[config.mk]
export PLATFORM = sky130hd
export DESIGN_NAME = c65_front_flat
export DESIGN_NICKNAME = d
export VERILOG_FILES = /design/src/rtl/core/c65_pkg.sv /design/src/rtl/core/c65_if.sv /design/src/rtl/core/c65_front.sv /design/src/flat_wrapper.sv
export SDC_FILE = /design/constraint.sdc
export NUM_CORES = 1
export LEC_CHECK = 0
export CAP_MARGIN = 20
export CORE_MARGIN = 4
export CORE_UTILIZATION = 35
export CTS_CLUSTER_SIZE = 30
export DETAILED_ROUTE_END_ITERATION = 12
export DONT_BUFFER_PORTS = 1
export GPL_TIMING_DRIVEN = 0
export PLACE_DENSITY = 0.46
export SLEW_MARGIN = 20
export SYNTH_ARGS = -nofsm -noshare
export SYNTH_HDL_FRONTEND = slang
export SYNTH_SLANG_ARGS = --single-unit
[constraint.sdc]
create_clock -name i_clk -period 3 [get_ports i_clk]
set_input_delay 0.3 -clock i_clk [delete_from_list [all_inputs] [get_ports i_clk]]
set_output_delay 0.3 -clock i_clk [all_outputs]
set_load 0.02 [all_outputs]
[src/rtl/core/c65_pkg.sv]
// shared types and constants for the 6502 subset executor
`default_nettype none
package c65_pkg;

    localparam int MEM_DEPTH = 65536;
    localparam int MEM_AW    = $clog2(MEM_DEPTH);

    localparam logic [15:0] START_RESET = 16'h8000;
    localparam logic [7:0]  FLAGS_RESET = 8'h24;
    localparam logic [7:0]  SP_RESET    = 8'hFD;
    localparam logic [7:0]  STACK_PAGE  = 8'h01;
    localparam logic [15:0] VEC_LO      = 16'hFFFE;
    localparam logic [15:0] VEC_HI      = 16'hFFFF;
    localparam logic [7:0]  FL_BRK_PUSH = 8'b0011_0000;

    localparam int FL_C = 0;
    localparam int FL_Z = 1;
    localparam int FL_I = 2;
    localparam int FL_V = 6;
    localparam int FL_N = 7;

    typedef enum logic [4:0] {
        K_LOAD, K_BRK, K_ASL, K_JSR, K_JMP, K_BIT, K_ADC, K_ST, K_LD,
        K_INX, K_INY, K_CPX, K_BNE, K_BEQ, K_NOP, K_INC, K_UNS
    } t_kind;

    typedef enum logic [1:0] {R_A, R_X, R_Y} t_reg;

    typedef enum logic [3:0] {
        M_NONE, M_IMM, M_ZP, M_ZPX, M_ZPY, M_ABS, M_ABSX, M_ABSY, M_INDX, M_INDY
    } t_mode;

    // decoded request as it waits between front and back
    typedef struct packed {
        t_kind      kind;
        t_reg       rsel;
        t_mode      mode;
        logic [1:0] len;
        logic [7:0] lo;
        logic [7:0] hi;
        logic [7:0] data;
    } t_item;

    typedef struct packed {
        logic [15:0] next_pc;
        logic [7:0]  acc_value;
        logic [7:0]  x_value;
        logic [7:0]  y_value;
        logic [7:0]  flags_value;
        logic [7:0]  sp_value;
        logic        store_valid;
        logic [15:0] store_address;
        logic [7:0]  store_data;
        logic        unsupported;
    } t_result;

endpackage
`default_nettype wire

[src/rtl/core/c65_if.sv]
// request, result and configuration channel interfaces
`default_nettype none
interface c65_req_if;
    logic       valid;
    logic       ready;
    logic       cmd;
    logic [7:0] opcode;
    logic [7:0] operand_low;
    logic [7:0] operand_high;
    logic [7:0] load_data;
    modport source (output valid, cmd, opcode, operand_low, operand_high, load_data,
                    input ready);
    modport sink (input valid, cmd, opcode, operand_low, operand_high, load_data,
                  output ready);
endinterface

`default_nettype wire

[src/rtl/core/c65_front.sv]
// front end: opcode decode and two-entry queue toward the back end
`default_nettype none
module c65_front (
    input  wire logic           i_clk,
    input  wire logic           i_rst_n,
    c65_req_if.sink             i_req,
    input  wire logic           i_run,
    input  wire logic           i_pop,
    output logic                o_head_valid,
    output c65_pkg::t_item      o_head
);
    import c65_pkg::*;

    t_item      r_q [2];
    logic       r_wp, r_rp;
    logic [1:0] r_cnt;
    t_item      dec;
    logic       push;

    always_comb begin
        dec      = '0;
        dec.lo   = i_req.operand_low;
        dec.hi   = i_req.operand_high;
        dec.data = i_req.load_data;
        dec.kind = K_UNS;
        dec.rsel = R_A;
        dec.mode = M_NONE;
        dec.len  = 2'd1;
        if (i_req.cmd) begin
            dec.kind = K_LOAD;
        end else begin
            unique case (i_req.opcode)
                8'h00: begin dec.kind = K_BRK; dec.len = 2'd2; end
                8'h0A: begin dec.kind = K_ASL; end
                8'h20: begin dec.kind = K_JSR; dec.mode = M_ABS; end
                8'h4C: begin dec.kind = K_JMP; dec.mode = M_ABS; end
                8'h24: begin dec.kind = K_BIT; dec.mode = M_ZP;  dec.len = 2'd2; end
                8'h2C: begin dec.kind = K_BIT; dec.mode = M_ABS; dec.len = 2'd3; end
                8'h69: begin dec.kind = K_ADC; dec.mode = M_IMM;  dec.len = 2'd2; end
                8'h65: begin dec.kind = K_ADC; dec.mode = M_ZP;   dec.len = 2'd2; end
                8'h6D: begin dec.kind = K_ADC; dec.mode = M_ABS;  dec.len = 2'd3; end
                8'h61: begin dec.kind = K_ADC; dec.mode = M_INDX; dec.len = 2'd2; end
                8'h71: begin dec.kind = K_ADC; dec.mode = M_INDY; dec.len = 2'd2; end
                8'h84: begin dec.kind = K_ST; dec.rsel = R_Y; dec.mode = M_ZP;   dec.len = 2'd2; end
                8'h8C: begin dec.kind = K_ST; dec.rsel = R_Y; dec.mode = M_ABS;  dec.len = 2'd3; end
                8'h85: begin dec.kind = K_ST; dec.rsel = R_A; dec.mode = M_ZP;   dec.len = 2'd2; end
                8'h8D: begin dec.kind = K_ST; dec.rsel = R_A; dec.mode = M_ABS;  dec.len = 2'd3; end
                8'h95: begin dec.kind = K_ST; dec.rsel = R_A; dec.mode = M_ZPX;  dec.len = 2'd2; end
                8'h9D: begin dec.kind = K_ST; dec.rsel = R_A; dec.mode = M_ABSX; dec.len = 2'd3; end
                8'h86: begin dec.kind = K_ST; dec.rsel = R_X; dec.mode = M_ZP;   dec.len = 2'd2; end
                8'h8E: begin dec.kind = K_ST; dec.rsel = R_X; dec.mode = M_ABS;  dec.len = 2'd3; end
                8'hA0: begin dec.kind = K_LD; dec.rsel = R_Y; dec.mode = M_IMM;  dec.len = 2'd2; end
                8'hA4: begin dec.kind = K_LD; dec.rsel = R_Y; dec.mode = M_ZP;   dec.len = 2'd2; end
                8'hAC: begin dec.kind = K_LD; dec.rsel = R_Y; dec.mode = M_ABS;  dec.len = 2'd3; end
                8'hB4: begin dec.kind = K_LD; dec.rsel = R_Y; dec.mode = M_ZPX;  dec.len = 2'd2; end
                8'hA2: begin dec.kind = K_LD; dec.rsel = R_X; dec.mode = M_IMM;  dec.len = 2'd2; end
                8'hA6: begin dec.kind = K_LD; dec.rsel = R_X; dec.mode = M_ZP;   dec.len = 2'd2; end
                8'hAE: begin dec.kind = K_LD; dec.rsel = R_X; dec.mode = M_ABS;  dec.len = 2'd3; end
                8'hB6: begin dec.kind = K_LD; dec.rsel = R_X; dec.mode = M_ZPY;  dec.len = 2'd2; end
                8'hA9: begin dec.kind = K_LD; dec.rsel = R_A; dec.mode = M_IMM;  dec.len = 2'd2; end
                8'hA5: begin dec.kind = K_LD; dec.rsel = R_A; dec.mode = M_ZP;   dec.len = 2'd2; end
                8'hAD: begin dec.kind = K_LD; dec.rsel = R_A; dec.mode = M_ABS;  dec.len = 2'd3; end
                8'hA1: begin dec.kind = K_LD; dec.rsel = R_A; dec.mode = M_INDX; dec.len = 2'd2; end
                8'hB1: begin dec.kind = K_LD; dec.rsel = R_A; dec.mode = M_INDY; dec.len = 2'd2; end
                8'hB5: begin dec.kind = K_LD; dec.rsel = R_A; dec.mode = M_ZPX;  dec.len = 2'd2; end
                8'hB9: begin dec.kind = K_LD; dec.rsel = R_A; dec.mode = M_ABSY; dec.len = 2'd3; end
                8'hBD: begin dec.kind = K_LD; dec.rsel = R_A; dec.mode = M_ABSX; dec.len = 2'd3; end
                8'hC8: begin dec.kind = K_INY; end
                8'hE8: begin dec.kind = K_INX; end
                8'hE0: begin dec.kind = K_CPX; dec.mode = M_IMM; dec.len = 2'd2; end
                8'hD0: begin dec.kind = K_BNE; dec.len = 2'd2; end
                8'hF0: begin dec.kind = K_BEQ; dec.len = 2'd2; end
                8'hEA: begin dec.kind = K_NOP; end
                8'hE6: begin dec.kind = K_INC; dec.mode = M_ZP;   dec.len = 2'd2; end
                8'hEE: begin dec.kind = K_INC; dec.mode = M_ABS;  dec.len = 2'd3; end
                8'hF6: begin dec.kind = K_INC; dec.mode = M_ZPX;  dec.len = 2'd2; end
                8'hFE: begin dec.kind = K_INC; dec.mode = M_ABSX; dec.len = 2'd3; end
                default: begin dec.kind = K_UNS; end
            endcase
        end
    end

    assign i_req.ready  = i_run && (r_cnt != 2'd2);
    assign push         = i_req.valid && i_req.ready;
    assign o_head_valid = (r_cnt != 2'd0);
    assign o_head       = r_q[r_rp];

    always_ff @(posedge i_clk) begin
        if (push) begin
            r_q[r_wp] <= dec;
        end
        if (!i_rst_n) begin
            r_wp  <= 1'b0;
            r_rp  <= 1'b0;
            r_cnt <= 2'd0;
        end else begin
            if (push) begin
                r_wp <= ~r_wp;
            end
            if (i_pop) begin
                r_rp <= ~r_rp;
            end
            r_cnt <= 2'(r_cnt + {1'b0, push} - {1'b0, i_pop});
        end
    end
endmodule
`default_nettype wire

[src/flat_wrapper.sv]
// flat-port wrapper written by rule: the top's interface ports become plain ports
module c65_front_flat import c65_pkg::*;
  (i_clk, i_rst_n, i_run, i_pop, o_head_valid, o_head, i_req_valid, i_req_cmd, i_req_opcode, i_req_operand_low, i_req_operand_high, i_req_load_data, i_req_ready);
  c65_req_if i_req_i ();
  input  wire logic i_clk;
  input  wire logic i_rst_n;
  input  wire logic i_run;
  input  wire logic i_pop;
  output logic o_head_valid;
  output c65_pkg::t_item o_head;
  input wire logic [$bits(i_req_i.valid)-1:0] i_req_valid;
  input wire logic [$bits(i_req_i.cmd)-1:0] i_req_cmd;
  input wire logic [$bits(i_req_i.opcode)-1:0] i_req_opcode;
  input wire logic [$bits(i_req_i.operand_low)-1:0] i_req_operand_low;
  input wire logic [$bits(i_req_i.operand_high)-1:0] i_req_operand_high;
  input wire logic [$bits(i_req_i.load_data)-1:0] i_req_load_data;
  output wire logic [$bits(i_req_i.ready)-1:0] i_req_ready;
  assign i_req_i.valid = i_req_valid;
  assign i_req_i.cmd = i_req_cmd;
  assign i_req_i.opcode = i_req_opcode;
  assign i_req_i.operand_low = i_req_operand_low;
  assign i_req_i.operand_high = i_req_operand_high;
  assign i_req_i.load_data = i_req_load_data;
  assign i_req_ready = i_req_i.ready;
  c65_front u_core (.i_clk(i_clk), .i_rst_n(i_rst_n), .i_req(i_req_i), .i_run(i_run), .i_pop(i_pop), .o_head_valid(o_head_valid), .o_head(o_head));
endmodule
==> flow_summary.ini, run 1 <==
[grt]
antenna_found_initial = 0
grt_pass1_wl_um = 13830
overflow = 0
grt_max_degree = 24
grt_pass1_vias = 2525
gr-usage-all-layers = 0.1398

[final_layout]
final_common_cell = edfxtp_1
drive_above_1_share = 0.2382
seq_area_sq_um = 2322
finish.utilization = 0.4027
multi_input_area_sq_um = 1405
layout.cells.most_common_list = edfxtp_1, mux2_2, nand2_1
area_delta_synth_final_pct = 12.79
num_antenna_cells = 0
fin_nets = 355
n_fill_cell = 1003

[timing]
period_needed_ns = 2.357
finalSetupViolCount = 0
max-slew-margin-rel = 0.4354
worst_pin_slew_ns = 0.8394
skew_ns = 0.006862
max_freq_mhz = 424.2
setup_tns_ns = 0
finalMaxSlewViolations = 0
hold_viol = 0
layout_setup_ws_ns = 0.6427
rsz0062_at_grt = false
period_share = 0.7858

[routing]
drc = 0
vias_per_cell = 5.473
first_pass_iters = 4
antenna_left = 0
dr_total_vias = 2512
routed_wl_um = 8702
drt_iter0_drc = 190
routedWlPerCell_um = 18.96

[critical_path]
cp-end-kind = primary output
critPathRequiredTime_ns = 2.70
cp-start-kind = flip-flop
path_class = flip-flop to primary output
crit_arrival_ns = 2.06
path_max_fanout = 10

[clock_network]
root_buffer = clkbuf_8
cts_made_buffers = 9
clock_path_buffers = 2
cts_tree = yes
cts_resized = 0
clkSinkCount = 79
cts_hold_buf = 0
h-tree-depth = 3
cts_setup_buffers = 0
clk_pin_slew_ns = 0.08
clk_latency_ns = 0.34

[synth]
synth-main-ff-cell = edfxtp_1
yosys_warnings = 0
ys_seq_elements = 79
synth_edf_count = 74
synthCells = 301
synth_nets = 341
synth.distinct_cells = 58
syn_area_sq_um = 3854
seq_area_frac_synth = 0.6026
avgSynthCellArea_sq_um = 12.80
synthArstFlopShare = 0

[floorplanning]
fp-row-count = 38
io_pins = 77
die_area_sq_um = 12750
die_h_um = 112.9
initial_utilization = 0.3571
core-area_sq_um = 10790
fp.dieW_um = 112.9

[placed_design]
place_worst_setup_slack_ns = 0.6709
io_buffers = 0
place_congestion = 0.8535
dp_hpwl_um = 6156

[power_and_ir_drop]
power_leakage_uw = 0.001385
pwr_density_cell_nw_per_um2 = 597.4
irDropWorstVdd_v = 0.0002378

[outcome]
status = complete, no violations

[flow_run]
drv_cap = 0

[min_path]
min_path_type = input port to flip-flop
synth_stat cells, types with 2 or more instances:
| cell type | instances | share of area |
|---|---|---|
| a21oi_1 | 9 | 0.012 |
| a31oi_1 | 10 | 0.016 |
| and2_1 | 6 | 0.0097 |
| and3_1 | 3 | 0.0049 |
| and3b_1 | 2 | 0.0045 |
| buf_1 | 2 | 0.0019 |
| buf_2 | 12 | 0.016 |
| clkbuf_1 | 9 | 0.0088 |
| dfxtp_1 | 5 | 0.026 |
| edfxtp_1 | 74 | 0.58 |
| ha_1 | 2 | 0.0065 |
| inv_1 | 5 | 0.0049 |
| mux2_2 | 38 | 0.11 |
| nand2_1 | 18 | 0.018 |
| nand2b_1 | 8 | 0.013 |
| nand3_1 | 4 | 0.0052 |
| nand3b_1 | 2 | 0.0039 |
| nand4_1 | 4 | 0.0065 |
| nor2_1 | 17 | 0.017 |
| nor2b_1 | 4 | 0.0065 |
| nor3b_1 | 2 | 0.0039 |
| nor4_1 | 7 | 0.011 |
| nor4b_1 | 3 | 0.0068 |
| o2111ai_1 | 2 | 0.0045 |
| o21a_1 | 2 | 0.0039 |
| o21ai_0 | 3 | 0.0039 |
| o21ai_1 | 4 | 0.0052 |
| o22a_1 | 2 | 0.0045 |
| o22ai_1 | 6 | 0.0097 |
| or2_1 | 2 | 0.0032 |
| or2_2 | 3 | 0.0049 |
| or3_1 | 2 | 0.0032 |
| xnor2_1 | 2 | 0.0045 |
| xor2_1 | 3 | 0.0068 |
routing by layer:
layer  track usage  up-vias  wire length [um]
met4       0.05128        0               123
li1              -     1175                 -
met3       0.05027       10               819
met5             0        -                 0
met2        0.2255      100              4170
met1        0.1726     1227              3590
stage by stage:
step           total power [uW]  area (sq um)  std cells  hold slack, ns
2_1_floorplan              1623          3856        301          0.3989
3_3_place_gp               1702          4031        441          0.3990
3_5_place_dp               1720          4113        444          0.3989
4_1_cts                    2640          4347        459         0.01882
5_1_grt                    2716          4347        459        0.009355
6_report                   2597          4347        459         0.04966
worst max-delay path, cell delays in order, from the launching register on:
cell      delay, ns
dfxtp_1        0.31
clkbuf_1       0.41
clkbuf_1       0.52
mux2_2         0.48
state kept, by name (all words and copies together) (netlist names), named ones only:
name,cells
u_core.r_q,74
u_core.r_cnt,2
u_core.r_rp,1
u_core.r_wp,1
where the power goes:
part | leakage (uW) | internal (uW) | switching, uW
Sequential | 0.000713 | 1280 | 16.1
Combinational | 0.000561 | 139 | 259
Clock | 0.000111 | 546 | 361
cell type report:
| cell class | count | share of cell area |
|---|---|---|
| flip-flops and latches | 79 | 0.5343 |
| multi-input cells | 192 | 0.3233 |
| well taps | 140 | 0.04030 |
| clock buffers | 9 | 0.02850 |
| plain buffers | 24 | 0.02591 |
| clock inverters | 6 | 0.02533 |
| repair buffers | 3 | 0.01727 |
| inverters | 6 | 0.005181 |
path summary, 6_finish.rpt:
path	start	depth (start not counted)	slack (ns)	end
hold reg to reg	u_core.r_rp$_SDFFE_PN0P_	2	0.58	flip-flop
setup / recovery	flip-flop	3	0.64	o_head[26]
setup reg to reg	u_core.r_cnt[0]$_SDFF_PN0_	4	0.72	u_core.r_q[1][6]$_DFFE_PP_
hold / removal	i_req_operand_low[0]	0	0.05	u_core.r_q[0][16]$_DFFE_PP_
kinds of logic after synthesis:
family / Yosys count / synth area share
AOI/OAI and AO/OA: 52 / 0.09189
xor gates and xnor gates: 5 / 0.01137
adders and majority gates: 2 / 0.006492
buffers and inverters: 30 / 0.03507
DFF: 79 / 0.6026
muxes: 39 / 0.1136
and+or+nand+nor: 94 / 0.1390
Power figures use the tool's default switching activity.
==> run 2, diff against run 1 <==
==> constraint.sdc (replaced) <==
create_clock -name i_clk -period 2.45 [get_ports i_clk]
set_input_delay 0.245 -clock i_clk [delete_from_list [all_inputs] [get_ports i_clk]]
set_output_delay 0.245 -clock i_clk [all_outputs]
set_load 0.02 [all_outputs]
==> run 2 against run 1 <==
Against the previous run:
- core utilization is 1.7 points higher
- first-iteration DRC count up 32%
- largest power group unchanged
- largest cell class unchanged
- critical endpoint is now o_head[24]
- clock power up 2%
- final cell count rose by 5.4%
- cell area rose by 4.3%
==> flow_summary.ini, run 2 (synthesis results as in run 1) <==
[outcome]
status = complete, no violations

[timing]
finalSetupViolCount = 0
period_share = 0.8843
max-slew-margin-rel = 0.4405
period_needed_ns = 2.167
skew_ns = 0.006368
setup_tns_ns = 0
rsz0062_at_grt = false
layout_setup_ws_ns = 0.2834
hold_viol = 0
max_freq_mhz = 461.5
finalMaxSlewViolations = 0
worst_pin_slew_ns = 0.8280

[min_path]
whs_path_depth = 1
hold_end = u_core.r_wp$_SDFFE_PN0P_
min_path_type = input port to flip-flop
hp-start = i_rst_n

[placed_design]
dp_cells = 443
dp_hpwl_um = 6161
place_congestion = 0.8678
place_worst_setup_slack_ns = 0.08093
io_buffers = 0

[power_and_ir_drop]
intPower_uw = 2220
irDropWorstVdd_v = 0.0002629
swShare = 0.2656
switching_power_uw = 802.7
seq_power_share = 0.523
pwr_density_cell_nw_per_um2 = 666.6
power_leakage_uw = 0.001470
combPwrFrac = 0.170
power_frac_clock = 0.307

[grt]
overflow = 0
grt_pass1_vias = 2643
antenna_found_initial = 0
grt_max_degree = 24
grt_pass1_wl_um = 14170
gr-usage-all-layers = 0.1431

[floorplanning]
die_area_sq_um = 12750
core-area_sq_um = 10790
fp.dieW_um = 112.9
die_h_um = 112.9
initial_utilization = 0.3571
io_pins = 77
fp-row-count = 38

[critical_path]
critical_path_buf_inv_count = 2
cp-start-kind = flip-flop
ff2ff_setup_slack_ns = 0.36
crit_family = buffers and inverters
path_max_fanout = 10
slowest_stage = clkbuf_1
cp-end-kind = primary output
r2r_cells = 5
crit_arrival_ns = 1.92
r2r_end = u_core.r_q[0][29]$_DFFE_PP_
r2r-start = u_core.r_cnt[0]$_SDFF_PN0_
critical_path.cell_chain = clkbuf_1, clkbuf_2, mux2_2
path_class = flip-flop to primary output
slowest_delay_ns = 0.45
critPathRequiredTime_ns = 2.20

[routing]
antenna_left = 0
routed_wl_um = 8762
routedWlPerCell_um = 18.10
vias_per_cell = 5.326
first_pass_iters = 4
drt_iter0_drc = 251
drc = 0
dr_total_vias = 2578

[clock_network]
h-tree-depth = 3
cts_setup_buffers = 0
cts_tree = yes
root_buffer = clkbuf_8
clk_latency_ns = 0.34
clock_path_buffers = 2
cts_made_buffers = 9
clkSinkCount = 79
clk_pin_slew_ns = 0.07

[final_layout]
fin_nets = 379
final_common_cell = edfxtp_1
area_delta_synth_final_pct = 17.66
stdcell_count = 484
layout.cells.most_common_list = edfxtp_1, mux2_2, dlygate4sd3_1
drive_above_1_share = 0.2267
num_antenna_cells = 0
reg_top3 = u_core.r_q x74, u_core.r_cnt x2
largest_register = u_core.r_q
finish.utilization = 0.4201
largest_reg_flops = 74

[flow_run]
drv_cap = 0
## run 2: cell types whose count changed in the layout (fill, tap and decap cells not counted)
| cell | before | now |
|---|---|---|
| dlygate4sd3_1 | 0 | 25 |
| clkinv_4 | 0 | 1 |
| a21boi_0 | 1 | 0 |
| clkinv_1 | 0 | 1 |
| a21boi_1 | 0 | 1 |
| bufinv_16 | 3 | 1 |
| inv_6 | 0 | 1 |
| clkbuf_2 | 0 | 3 |
| clkbuf_1 | 9 | 6 |
| buf_16 | 2 | 1 |
## run 2: metrics by stage
stage	cell area, sq um	hold slack (ns)	power, uW
finish	4534	0.03456	3023
detailed placement	4085	0.3439	2094
floorplan	3861	0.3439	1989
CTS	4531	0.003643	3071
global route	4534	0.01818	3175
global placement	4036	0.3440	2085
## run 2: what timing repair did
| action | 4_1_cts | 5_1_grt |
|---|---|---|
| hold buffers | 25 | 0 |
| endpoints found under the hold margin | 52 | 0 |
| resized for setup | 0 | 7 |
| endpoints found under the setup margin | 0 | 52 |
## run 2: metal layers
layer | vias up | track usage | share of wire
met3 | 11 | 0.03155 | 0.066
met2 | 100 | 0.2235 | 0.48
met4 | 0 | 0.07532 | 0.015
li1 | 1222 | - | -
met5 | - | 0 | 0
met1 | 1245 | 0.1863 | 0.44
## run 2: worst max path at each step
stage	to	cells after the start
final	o_head[24]	3
after CTS	o_head[24]	3
after detailed placement	u_core.r_q[0][17]$_DFFE_PP_	5
after global routing	o_head[24]	3
after floorplan	u_core.r_q[1][0]$_DFFE_PP_	3
after global placement	u_core.r_q[1][17]$_DFFE_PP_	3
## run 2: power by group through the flow
stage / sequential [uW] / clock, uW / combinational, uW
2_1_floorplan: 1610 / 0 / 380
3_3_place_gp: 1610 / 0 / 472
3_5_place_dp: 1610 / 0 / 480
4_1_cts: 1580 / 968 / 521
5_1_grt: 1590 / 1030 / 559
6_report: 1580 / 927 / 515
## run 2: area by class of cell
class                      instances  area, sq um
buffer                            24        116.4
clock buffer                       9        123.9
clock inverter                     7        71.32
fill                            1032         6259
inverter                           6        22.52
multi-input combinational        192         1405
sequential                        79         2322
tap                              140        175.2
timing repair buffer              27        297.8
## run 2: worst reg2reg max path, stage by stage (launching register included)
cell,delay [ns]
dfxtp_1,0.33
inv_1,0.05
a21boi_1,0.46
nand2_1,0.22
nor2_4,0.46
buf_12,0.25
